==> config.mk <==
export PLATFORM = sky130hd
export DESIGN_NAME = line_follow_pid_steer
export DESIGN_NICKNAME = d
export VERILOG_FILES = /design/src/rtl/lfps_pkg.sv /design/src/rtl/lfps_front.sv /design/src/rtl/lfps_mult.sv /design/src/rtl/lfps_drive.sv /design/src/rtl/line_follow_pid_steer.sv
export SDC_FILE = /design/constraint.sdc
export NUM_CORES = 2
export LEC_CHECK = 0
export BUFFER_PORTS_ARGS = -buffer_cell sky130_fd_sc_hd__buf_2
export CAP_MARGIN = 15
export CORE_ASPECT_RATIO = 1.75
export CORE_MARGIN = 4
export CORE_UTILIZATION = 25
export CTS_CLUSTER_SIZE = 30
export DETAILED_ROUTE_END_ITERATION = 6
export HOLD_SLACK_MARGIN = 0.03
export PLACE_DENSITY = 0.4
export SYNTH_ARGS = -nofsm -noshare
export SYNTH_HDL_FRONTEND = slang
export SYNTH_SLANG_ARGS = --single-unit
==> constraint.sdc <==
create_clock -name clk -period 8.17 [get_ports clk]
set_input_delay 0 -clock clk [delete_from_list [all_inputs] [get_ports clk]]
set_output_delay 0 -clock clk [all_outputs]
set_load 0.01 [all_outputs]
==> src/rtl/lfps_pkg.sv <==
package lfps_pkg;

  localparam int DRIVE_BITS = 10;
  localparam int GAIN_BITS  = 16;
  localparam int BASE_BITS  = 10;
  localparam int POS_BITS   = 4;
  localparam int DIFF_BITS  = POS_BITS + 1;
  localparam int INTEG_BITS = 16;
  localparam int PAT_BITS   = 4;
  localparam int CFG_IDX_BITS  = 2;
  localparam int CFG_DATA_BITS = 16;

  localparam int P_PROP_BITS  = GAIN_BITS + POS_BITS;
  localparam int P_INTEG_BITS = GAIN_BITS + INTEG_BITS;
  localparam int P_DERIV_BITS = GAIN_BITS + DIFF_BITS;
  localparam int PID_BITS     = P_INTEG_BITS + 1;
  localparam int SUM_BITS     = PID_BITS + 1;
  localparam int FRAC_BITS    = 8;

  localparam logic [CFG_IDX_BITS-1:0] REG_PROP_GAIN  = 2'd0;
  localparam logic [CFG_IDX_BITS-1:0] REG_INTEG_GAIN = 2'd1;
  localparam logic [CFG_IDX_BITS-1:0] REG_DERIV_GAIN = 2'd2;
  localparam logic [CFG_IDX_BITS-1:0] REG_BASE_SPEED = 2'd3;

  localparam logic [GAIN_BITS-1:0] PROP_GAIN_RST  = 16'd3328;
  localparam logic [GAIN_BITS-1:0] INTEG_GAIN_RST = 16'd0;
  localparam logic [GAIN_BITS-1:0] DERIV_GAIN_RST = 16'd307;
  localparam logic [BASE_BITS-1:0] BASE_SPEED_RST = 10'd270;

  localparam logic signed [INTEG_BITS-1:0] INTEG_MAX = 16'sh7fff;
  localparam logic signed [INTEG_BITS-1:0] INTEG_MIN = 16'sh8000;

  localparam logic [(1<<PAT_BITS)-1:0][POS_BITS-1:0] POS_TABLE = {
    4'sd0, 4'sd4, 4'sd0, 4'sd3, 4'sd0, 4'sd0, 4'sd0, 4'sd6,
    -4'sd4, 4'sd0, 4'sd0, 4'sd1, -4'sd3, -4'sd1, -4'sd6, 4'sd0
  };
  localparam logic [(1<<PAT_BITS)-1:0] POS_KNOWN = 16'b0101_0001_1101_1110;

  typedef struct packed {
    logic signed [POS_BITS-1:0]   pos;
    logic signed [INTEG_BITS-1:0] acc;
    logic signed [DIFF_BITS-1:0]  diff;
  } stage_a_t;

  typedef struct packed {
    logic signed [POS_BITS-1:0]     pos;
    logic signed [P_PROP_BITS-1:0]  p_prop;
    logic signed [P_INTEG_BITS-1:0] p_integ;
    logic signed [P_DERIV_BITS-1:0] p_deriv;
  } stage_b_t;

  typedef struct packed {
    logic [GAIN_BITS-1:0] prop_gain;
    logic [GAIN_BITS-1:0] integ_gain;
    logic [GAIN_BITS-1:0] deriv_gain;
  } gains_t;

  // Q26.8 to integer drive: truncate toward zero, clamp to the drive range.
  function automatic logic [DRIVE_BITS-1:0] drive_sat(input logic signed [SUM_BITS-1:0] q);
    logic [SUM_BITS-FRAC_BITS-1:0] whole;
    logic [DRIVE_BITS-1:0]         res;
    whole = q[SUM_BITS-1:FRAC_BITS];
    if (q[SUM_BITS-1]) begin
      res = '0;
    end else if (whole > {{(SUM_BITS-FRAC_BITS-DRIVE_BITS){1'b0}}, {DRIVE_BITS{1'b1}}}) begin
      res = '1;
    end else begin
      res = whole[DRIVE_BITS-1:0];
    end
    return res;
  endfunction

endpackage

==> src/rtl/lfps_front.sv <==
module lfps_front (
  input  logic                             clk,
  input  logic                             rst_n,
  input  logic                             up_valid,
  output logic                             up_ready,
  input  logic [lfps_pkg::PAT_BITS-1:0]    pattern,
  input  logic                             down_ready,
  output logic                             a_valid,
  output lfps_pkg::stage_a_t               a_data
);

  logic                                     a_valid_r, a_valid_nxt;
  lfps_pkg::stage_a_t                       a_data_r;
  logic signed [lfps_pkg::POS_BITS-1:0]     held_position_r;
  logic signed [lfps_pkg::INTEG_BITS-1:0]   error_integral_r, error_integral_nxt;
  logic signed [lfps_pkg::POS_BITS-1:0]     pos;
  logic signed [lfps_pkg::INTEG_BITS:0]     acc_wide;
  logic signed [lfps_pkg::DIFF_BITS-1:0]    diff;
  logic                                     fire;

  assign up_ready = !a_valid_r || down_ready;
  assign fire     = up_valid && up_ready;

  always_comb begin
    pos = lfps_pkg::POS_KNOWN[pattern] ? lfps_pkg::POS_TABLE[pattern] : held_position_r;
    acc_wide = {error_integral_r[lfps_pkg::INTEG_BITS-1], error_integral_r}
             + {{(lfps_pkg::INTEG_BITS+1-lfps_pkg::POS_BITS){pos[lfps_pkg::POS_BITS-1]}}, pos};
    if (acc_wide > $signed({lfps_pkg::INTEG_MAX[lfps_pkg::INTEG_BITS-1], lfps_pkg::INTEG_MAX})) begin
      error_integral_nxt = lfps_pkg::INTEG_MAX;
    end else if (acc_wide < $signed({lfps_pkg::INTEG_MIN[lfps_pkg::INTEG_BITS-1],
                                     lfps_pkg::INTEG_MIN})) begin
      error_integral_nxt = lfps_pkg::INTEG_MIN;
    end else begin
      error_integral_nxt = acc_wide[lfps_pkg::INTEG_BITS-1:0];
    end
    diff = {pos[lfps_pkg::POS_BITS-1], pos}
         - {held_position_r[lfps_pkg::POS_BITS-1], held_position_r};
    if (fire) begin
      a_valid_nxt = 1'b1;
    end else if (down_ready) begin
      a_valid_nxt = 1'b0;
    end else begin
      a_valid_nxt = a_valid_r;
    end
  end

  always_ff @(posedge clk) begin
    if (!rst_n) begin
      a_valid_r        <= 1'b0;
      held_position_r  <= '0;
      error_integral_r <= '0;
    end else begin
      a_valid_r <= a_valid_nxt;
      if (fire) begin
        held_position_r  <= pos;
        error_integral_r <= error_integral_nxt;
      end
    end
  end

  always_ff @(posedge clk) begin
    if (fire) begin
      a_data_r.pos  <= pos;
      a_data_r.acc  <= error_integral_nxt;
      a_data_r.diff <= diff;
    end
  end

  assign a_valid = a_valid_r;
  assign a_data  = a_data_r;

endmodule

==> src/rtl/lfps_mult.sv <==
module lfps_mult (
  input  logic                 clk,
  input  logic                 rst_n,
  input  lfps_pkg::gains_t     gains,
  input  logic                 up_valid,
  output logic                 up_ready,
  input  lfps_pkg::stage_a_t   a_data,
  input  logic                 down_ready,
  output logic                 b_valid,
  output lfps_pkg::stage_b_t   b_data
);

  logic               b_valid_r;
  lfps_pkg::stage_b_t b_data_r, b_data_nxt;
  logic               fire;

  assign up_ready = !b_valid_r || down_ready;
  assign fire     = up_valid && up_ready;

  always_comb begin
    b_data_nxt.pos     = a_data.pos;
    b_data_nxt.p_prop  = $signed(gains.prop_gain) * a_data.pos;
    b_data_nxt.p_integ = $signed(gains.integ_gain) * a_data.acc;
    b_data_nxt.p_deriv = $signed(gains.deriv_gain) * a_data.diff;
  end

  always_ff @(posedge clk) begin
    if (!rst_n) begin
      b_valid_r <= 1'b0;
    end else if (fire) begin
      b_valid_r <= 1'b1;
    end else if (down_ready) begin
      b_valid_r <= 1'b0;
    end
  end

  always_ff @(posedge clk) begin
    if (fire) begin
      b_data_r <= b_data_nxt;
    end
  end

  assign b_valid = b_valid_r;
  assign b_data  = b_data_r;

endmodule

==> src/rtl/lfps_drive.sv <==
module lfps_drive (
  input  logic                                 clk,
  input  logic                                 rst_n,
  input  logic [lfps_pkg::BASE_BITS-1:0]       base_speed,
  input  logic                                 up_valid,
  output logic                                 up_ready,
  input  lfps_pkg::stage_b_t                   b_data,
  input  logic                                 out_stall,
  output logic                                 out_valid,
  output logic [lfps_pkg::DRIVE_BITS-1:0]      left_drive,
  output logic [lfps_pkg::DRIVE_BITS-1:0]      right_drive,
  output logic signed [lfps_pkg::POS_BITS-1:0] line_position
);

  logic                                     out_valid_r;
  logic [lfps_pkg::DRIVE_BITS-1:0]          left_r, right_r;
  logic signed [lfps_pkg::POS_BITS-1:0]     pos_r;
  logic signed [lfps_pkg::PID_BITS-1:0]     pid;
  logic signed [lfps_pkg::SUM_BITS-1:0]     base_q, sum_l, sum_r;
  logic                                     fire;

  assign up_ready = !out_valid_r || !out_stall;
  assign fire     = up_valid && up_ready;

  always_comb begin
    pid = {{(lfps_pkg::PID_BITS-lfps_pkg::P_PROP_BITS){b_data.p_prop[lfps_pkg::P_PROP_BITS-1]}},
           b_data.p_prop}
        + {{(lfps_pkg::PID_BITS-lfps_pkg::P_INTEG_BITS){b_data.p_integ[lfps_pkg::P_INTEG_BITS-1]}},
           b_data.p_integ}
        + {{(lfps_pkg::PID_BITS-lfps_pkg::P_DERIV_BITS){b_data.p_deriv[lfps_pkg::P_DERIV_BITS-1]}},
           b_data.p_deriv};
    base_q = {{(lfps_pkg::SUM_BITS-lfps_pkg::BASE_BITS-lfps_pkg::FRAC_BITS){1'b0}},
              base_speed, {lfps_pkg::FRAC_BITS{1'b0}}};
    sum_l  = base_q + {pid[lfps_pkg::PID_BITS-1], pid};
    sum_r  = base_q - {pid[lfps_pkg::PID_BITS-1], pid};
  end

  always_ff @(posedge clk) begin
    if (!rst_n) begin
      out_valid_r <= 1'b0;
    end else if (fire) begin
      out_valid_r <= 1'b1;
    end else if (!out_stall) begin
      out_valid_r <= 1'b0;
    end
  end

  always_ff @(posedge clk) begin
    if (fire) begin
      left_r  <= lfps_pkg::drive_sat(sum_l);
      right_r <= lfps_pkg::drive_sat(sum_r);
      pos_r   <= b_data.pos;
    end
  end

  assign out_valid     = out_valid_r;
  assign left_drive    = left_r;
  assign right_drive   = right_r;
  assign line_position = pos_r;

endmodule

==> src/rtl/line_follow_pid_steer.sv <==
// PID steering for a four-sensor line follower.
// Input channel: in_valid / in_stall carry one in_sensor_pattern per
// transaction. The pattern is decoded to a line position (-6..6); an
// unrecognized pattern keeps the last position. The position feeds a
// saturating 16-bit integral and a Q25.8 PID correction.
// Output channel: out_valid / out_stall carry left and right drive
// (base_speed +/- correction, truncated and clamped to the drive range)
// and the position used.
// Path: an input transaction passes the decode/integral register, the
// product register and the drive register, in that order, before
// out_valid rises. Throughput: one transaction per cycle while out_stall
// is low; each stage is a single pass through one register.
// Stall: out_stall backs up through the stage registers; in_stall rises
// only when every stage holds a transaction that cannot move.
// Config: cfg_we writes cfg_data into register cfg_index (0 prop_gain,
// 1 integ_gain, 2 deriv_gain, 3 base_speed); write only while idle.
// Reset: gains and base speed return to defaults, position and integral
// clear, all stages empty.
module line_follow_pid_steer (
  input  logic                                 clk,
  input  logic                                 rst_n,
  input  logic                                 in_valid,
  output logic                                 in_stall,
  input  logic [lfps_pkg::PAT_BITS-1:0]        in_sensor_pattern,
  output logic                                 out_valid,
  input  logic                                 out_stall,
  output logic [lfps_pkg::DRIVE_BITS-1:0]      out_left_drive,
  output logic [lfps_pkg::DRIVE_BITS-1:0]      out_right_drive,
  output logic signed [lfps_pkg::POS_BITS-1:0] out_line_position,
  input  logic                                 cfg_we,
  input  logic [lfps_pkg::CFG_IDX_BITS-1:0]    cfg_index,
  input  logic [lfps_pkg::CFG_DATA_BITS-1:0]   cfg_data
);

  lfps_pkg::gains_t                  gains_r;
  logic [lfps_pkg::BASE_BITS-1:0]    base_speed_r;
  logic                              front_ready, a_valid, mult_ready, b_valid, drive_ready;
  lfps_pkg::stage_a_t                a_data;
  lfps_pkg::stage_b_t                b_data;

  always_ff @(posedge clk) begin
    if (!rst_n) begin
      gains_r.prop_gain  <= lfps_pkg::PROP_GAIN_RST;
      gains_r.integ_gain <= lfps_pkg::INTEG_GAIN_RST;
      gains_r.deriv_gain <= lfps_pkg::DERIV_GAIN_RST;
      base_speed_r       <= lfps_pkg::BASE_SPEED_RST;
    end else if (cfg_we) begin
      case (cfg_index)
        lfps_pkg::REG_PROP_GAIN:  gains_r.prop_gain  <= cfg_data;
        lfps_pkg::REG_INTEG_GAIN: gains_r.integ_gain <= cfg_data;
        lfps_pkg::REG_DERIV_GAIN: gains_r.deriv_gain <= cfg_data;
        lfps_pkg::REG_BASE_SPEED: base_speed_r       <= cfg_data[lfps_pkg::BASE_BITS-1:0];
        default: begin
        end
      endcase
    end
  end

  assign in_stall = !front_ready;

  lfps_front u_front (
    .clk        (clk),
    .rst_n      (rst_n),
    .up_valid   (in_valid),
    .up_ready   (front_ready),
    .pattern    (in_sensor_pattern),
    .down_ready (mult_ready),
    .a_valid    (a_valid),
    .a_data     (a_data)
  );

  lfps_mult u_mult (
    .clk        (clk),
    .rst_n      (rst_n),
    .gains      (gains_r),
    .up_valid   (a_valid),
    .up_ready   (mult_ready),
    .a_data     (a_data),
    .down_ready (drive_ready),
    .b_valid    (b_valid),
    .b_data     (b_data)
  );

  lfps_drive u_drive (
    .clk           (clk),
    .rst_n         (rst_n),
    .base_speed    (base_speed_r),
    .up_valid      (b_valid),
    .up_ready      (drive_ready),
    .b_data        (b_data),
    .out_stall     (out_stall),
    .out_valid     (out_valid),
    .left_drive    (out_left_drive),
    .right_drive   (out_right_drive),
    .line_position (out_line_position)
  );

endmodule

== Word-level counts from Yosys, hierarchy flattened ==
Memory sizes are Yosys's and may differ from the RTL's.
Cells that the tools add are included.
Storage, ports and cells
  register bits: 207
  latch bits: 0
  RAM bits: 0
  memory bits (read-only): 80
  input port bits: 27
  word-level logic and storage cells: 70
  memories: 2
Memories
  (name not given): depth 16, bits a word 4, read ports 1, clocked after memory_dff 0, write ports 0, RTL line lfps_front.sv:25  | pos = lfps_pkg::POS_KNOWN[pattern] ? lfps_pkg::POS_TABLE[pattern] : held_position_r;
  (name not given): depth 16, bits a word 1, read ports 1, clocked after memory_dff 0, write ports 0, RTL line lfps_front.sv:25
Cells by class
  add/subtract/negate cells: 6
  multipliers: 3
  divide/modulo/power cells: 0
  order comparisons: 5
  eq/ne operators: 4
  shift operators: 0
  mux-type cells: 13
  bitwise gates (word level): 0
  reductions and logical operators: 18
Operator list (count)
  $gt 26x10->1 const B: 2
  $add 19x33->34: 1
  $sub 19x33->34: 1
  $add 20x32->33: 1
  $add 33x33->33: 1
  $mul 16x16->32: 1
  $mux 16: 2
  $mul 16x5->21: 1
  $mul 16x4->20: 1
  $mux 10: 2
  $add 16x4->17: 1
  $gt 17x16->1 const B: 1
  $lt 17x16->1 const B: 1
  $mux 4: 2
  $reduce_and 2->1: 4
  $mux 1: 7
  $logic_not 1->1: 5
  $lt 4x5->1 const B: 1
  $sub 4x4->5: 1
  $eq 2x2->1 const B: 2
  $reduce_bool 2->1: 2
  $logic_and 1x1->1: 3
  $logic_or 1x1->1: 3
  $eq 2x1->1 const B: 1
  other kinds (2): 2

== Logic depth before layout (Yosys ltp) ==
  word-level depth: 7
  gate-level depth with buffers: 28

== Modules after synthesis ==
A second synthesis with hierarchy kept.
Second synthesis, totals
  cells, all modules: 2853
  area total of the unflattened synthesis: 27186.1 µm²
Modules (own cells, without submodules)
  lfps_mult: instances 1, cells each 1779, area an instance 17166.5 µm², seq. area each 2332.2 µm²
  lfps_drive: instances 1, cells each 561, area an instance 4868.4 µm², seq. area each 740.7 µm²
  lfps_front: instances 1, cells each 288, area an instance 2907.8 µm², seq. area each 1171.1 µm²
  line_follow_pid_steer: instances 1, cells each 225, area an instance 2243.4 µm², seq. area each 1161.1 µm²

== Worst setup path before layout ==
No wires, ideal clock.
  path kind: reg-to-reg
  start: register u_front.a_data_r (netlist bit u_front.a_data[11])
  end: register u_mult.b_data_r (netlist bit u_mult.b_data[51]), data pin
  setup time: 0.258 ns
  arrival time: 6.565 ns
  slack: 1.347 ns
  cell stages (with the launch flop): 24
  period minus slack after synthesis: 6.823 ns
  path through: edfxtp_1 clkbuf_1 nand2_1 fa_1 inv_1 fa_1 inv_1 fa_1 fa_1 inv_1 fa_1 fa_1 ha_1 a21o_1 a2111oi_0 o31ai_1 a211oi_1 o21ai_0 o41a_1 a211o_1 a21oi_1 o21bai_1 a21oi_1 xnor2_1
RTL lines
  start: declaration: RTL line lfps_front.sv:13  | lfps_pkg::stage_a_t a_data_r;
  end signal: assignment: RTL line lfps_mult.sv:39  | b_data_r <= b_data_nxt;
  end: declaration: RTL line lfps_mult.sv:14  | lfps_pkg::stage_b_t b_data_r, b_data_nxt;

==> metrics.md <==
| Metric | Value |
|---|---|
| Outcome | finished, final reports clean |
| Yosys warning count | 0 |
| Antenna violations before repair | 1 |
| Total Nets Final | approximately 3500 |
| HPWL after DPL | between 60 and 70 mm |
| Total clock buffers created by CTS | 24 |
| Number of flip-flops and latches in the synthesized netlist | approximately 210 |
| Clock latency on the worst-skew pair | between 0.5 and 0.6 ns |
| Crit Path Max Fanout | 16 |
| Global-route wire length before repair | 124 mm |
| Buffer cell driving the clock tree root | clkbuf_16 |
| Maximum level of the CTS H-tree | 1 |
| Clock sink count | 207 |
| Kind of start point of the critical path | flip-flop |
| Number of nets produced by synthesis | around 3400 |
| Number of distinct standard cells referenced by the synthesized netlist | 79 |
| RSZ-0062 raised after global routing | false |
| Tightest Pin Transition | between 1 and 1.5 ns |
| Residual overflow from global routing | 0 |
| Number of synthesized flops with an enable pin | approximately 130 |
| Average wire length per cell after detail routing | ~19 µm |
| Power Total | ~9.7 mW |
| Detail Route Antenna Nets | 0 |
| Final Hold Fails | 0 |
| Max Used Layer | met4 |
| Slew margin rel. | between 20% and 30% |
| Non-filler cells, final | between 4000 and 5000 |
| Clk pin slew, worst setup/hold paths | approximately 0.070 ns |
| Post-route clock skew | 0.0408 ns |
| Final setup viols | 0 |
| Post-synthesis cell area | approximately 0.026 mm² |
| Synthesized area per cell | between 9 and 10 µm² |
| Global router's overall resource usage | around 15% |
| Hold/Removal Path Class | primary input to flip-flop |
| First drt pass iteration count | 5 |
| Met3 layer wire length in the routed design | ~1.5 mm |
| Count of vias placed by the detailed router | 18800 |
| # port buffers | between 50 and 60 |
| Leakage | around 13 nW |
| Post-Route M1 WL | around 27 mm |
| Critical path arrival | about 7.7 ns |
| Die Height | ~440 µm |
| Top_reg_cell synth | edfxtp_1 |
| Residual DRC | 0 |
| Placeable core area | 0.103 mm² |
| Post-route setup slack | 0.747 ns |
| Crit share post-route | 90.9% |
| Max IR drop VDD | between 200 and 250 µV |
| Layout cell share with drive strength beyond 1 | 5.64% |
| Via/cell ratio | 4.48 |
| Max Fclk | roughly 0.13 GHz |
| Power per cell area | around 330 mW/mm² |
| Horiz. Die Dim | roughly 250 µm |
| Cell count after placement | between 4000 and 5000 |
| Post-synthesis instance total | between 2000 and 3000 |
| Boundary pin count | 53 |
| Core Rows | about 160 |
| Shortest period the worst path allows | 7.42 ns |
| Wire length on met2 | 45.2 mm |
| Crit. End Element | flip-flop |
| Fill cell count | 11000 |
| Effective utilization at floorplan | 25.2% |
| Pins Over Slew Limit | 0 |
| Routed WL | slightly below 80 mm |
| Share of the yosys chip area belonging to registers | between 20 and 25% |
| Worst Setup Slack post-DPL | 0.768 ns |
| Final hold slack | 0.0811 ns |
| Synthesis-to-layout area growth | 11.6% |
| Buffer depth of the longest clock path | 3 |
| Pin count of the biggest net entering global routing | between 60 and 70 |
| Data required, critical path | between 8 and 9 ns |
| Number of resized instances in the post-cts repair step | 0 |
| Max-cap check violation count | 0 |
| Number of global-route vias before repair | between 20000 and 25000 |
| Fraction of registers with async set/reset | 0% |
| Routability Congestion | about 0.84 |
| Clock tree from TritonCTS | yes |
| Worst Setup Path Type | flip-flop to flip-flop |
| Final-layout setup total negative slack | 0 ns |
| Violation count after the first detailed-route iteration | between 700 and 800 |
| Floorplan die area | between 0.1 and 0.15 mm² |
==> per-stage QoR <==
stage / util, % / cell area (µm²)
6_report: 28.1 / 29100
3_3_place_gp: 27.1 / 28000
5_1_grt: 28.1 / 29100
3_5_place_dp: 27.1 / 28000
2_1_floorplan: - / 26100
4_1_cts: 28.1 / 29100
==> synthesized netlist by cell type, types with 7 or more instances <==
library cell / count / share of area, %
maj3_1: 8 / 0.31
o21a_1: 17 / 0.49
nand3_1: 34 / 0.65
a31oi_1: 15 / 0.36
and2_1: 196 / 4.7
ha_1: 232 / 11
a21o_1: 41 / 1.2
xor2_1: 21 / 0.71
nand4_1: 8 / 0.19
nand2b_1: 37 / 0.89
a41oi_1: 7 / 0.24
fa_1: 381 / 29
nor3_1: 20 / 0.38
clkbuf_1: 75 / 1.1
nand2_1: 347 / 5.0
a211oi_1: 15 / 0.43
edfxtp_1: 126 / 15
o21ai_0: 71 / 1.4
a21oi_1: 161 / 3.1
nor2b_1: 15 / 0.36
xnor2_1: 101 / 3.4
a21boi_0: 14 / 0.40
o21bai_1: 19 / 0.55
inv_1: 456 / 6.6
dfxtp_1: 81 / 6.2
nor2_1: 135 / 1.9
and3_1: 11 / 0.26
o31ai_1: 11 / 0.32
==> cell families (layout without fill, tap and decap cells) <==
logic type | Yosys count | count (layout) | share of synthesized area (%)
fa+ha+maj | 621 | 621 | 40.7
simple gates | 847 | 847 | 15.7
buf+inv | 538 | 620 | 7.82
mux | 6 | 6 | 0.293
other cells | 0 | 1 | 0
flops | 207 | 207 | 20.7
compound gates | 432 | 432 | 10.6
xor+xnor | 122 | 122 | 4.10
==> worst paths after layout <==
| check | startpoint | to | slack [ns] | cells past startpoint |
|---|---|---|---|---|
| max reg2reg | u_front.a_data[13]$_DFFE_PP_ | u_mult.b_data[52]$_DFFE_PP_ | 0.75 | 25 |
| max | u_front.a_data[13]$_DFFE_PP_ | u_mult.b_data[52]$_DFFE_PP_ | 0.75 | 25 |
| min | in_sensor_pattern[0] | u_front.a_data[21]$_DFFE_PP_ | 0.08 | 4 |
| min reg2reg | u_mult.b_data[74]$_DFFE_PP_ | u_drive.line_position[1]$_DFFE_PP_ | 0.42 | 0 |
==> where the power goes <==
part	switching [mW]	total [mW]	internal, mW
registers	0.259	1.78	1.52
logic	4.10	6.81	2.70
clock network	0.503	1.15	0.644
total	4.86	9.73	4.87
==> what timing repair did <==
action | in CTS | in global routing
hold endpoints to repair | 68 | 0
hold buffers | 26 | 0
buffers inserted | 0 | 0
==> metal layers <==
metal,up-vias,GRT usage [%]
met1,9356,14.1
met2,251,29.9
li1,9066,-
met3,133,0.973
met4,0,8.46
met5,-,0
==> placed cells by master (no fill, tap or decap), types with 19 or more instances in the layout <==
cell / count
a21o_1: 41
fa_1: 381
dfxtp_1: 81
and2_1: 196
xnor2_1: 101
o21bai_1: 19
edfxtp_1: 126
a21oi_1: 161
inv_1: 456
nor2_1: 134
nand2_1: 347
clkbuf_16: 26
buf_4: 40
dlygate4sd3_1: 26
nor3_1: 20
nand2b_1: 37
xor2_1: 21
ha_1: 232
nand3_1: 34
buf_2: 52
o21ai_0: 71
==> registers in the layout (all words and copies together), names as in the netlist, 4 cells and up <==
name                      count
gains_r                      48
u_drive.left_drive           10
u_front.held_position_r       4
u_front.a_data               25
u_drive.line_position         4
u_front.error_integral_r     16
u_drive.right_drive          10
base_speed_r                 10
u_mult.b_data                77
==> critical path, cell delays in order, from the launching register on <==
cell,delay (ns)
edfxtp_1,0.78
nand2_1,0.17
fa_1,0.53
inv_1,0.05
fa_1,0.51
inv_1,0.05
fa_1,0.49
inv_1,0.07
fa_1,0.53
inv_1,0.05
fa_1,0.52
inv_1,0.05
fa_1,0.47
ha_1,0.38
a21oi_1,0.20
o21bai_1,0.08
a21o_1,0.18
a21oi_1,0.19
o21ai_0,0.13
o31a_1,0.33
nor4_1,0.21
nor2_1,0.11
o41ai_1,0.52
o2111ai_1,0.21
a21oi_1,0.20
xnor2_1,0.08
==> final cells by class <==
cell class | count | area, µm² | area share [%]
multi-input combinational | 2028 | 18600 | 64.1
sequential | 207 | 5410 | 18.6
inverter | 458 | 1720 | 5.91
tap | 1343 | 1680 | 5.78
timing repair buffer | 118 | 821 | 2.82
clock buffer | 34 | 701 | 2.41
clock inverter | 10 | 123 | 0.422
antenna | 1 | 2.50 | 0.00860
(Power assumes the default switching activity.)
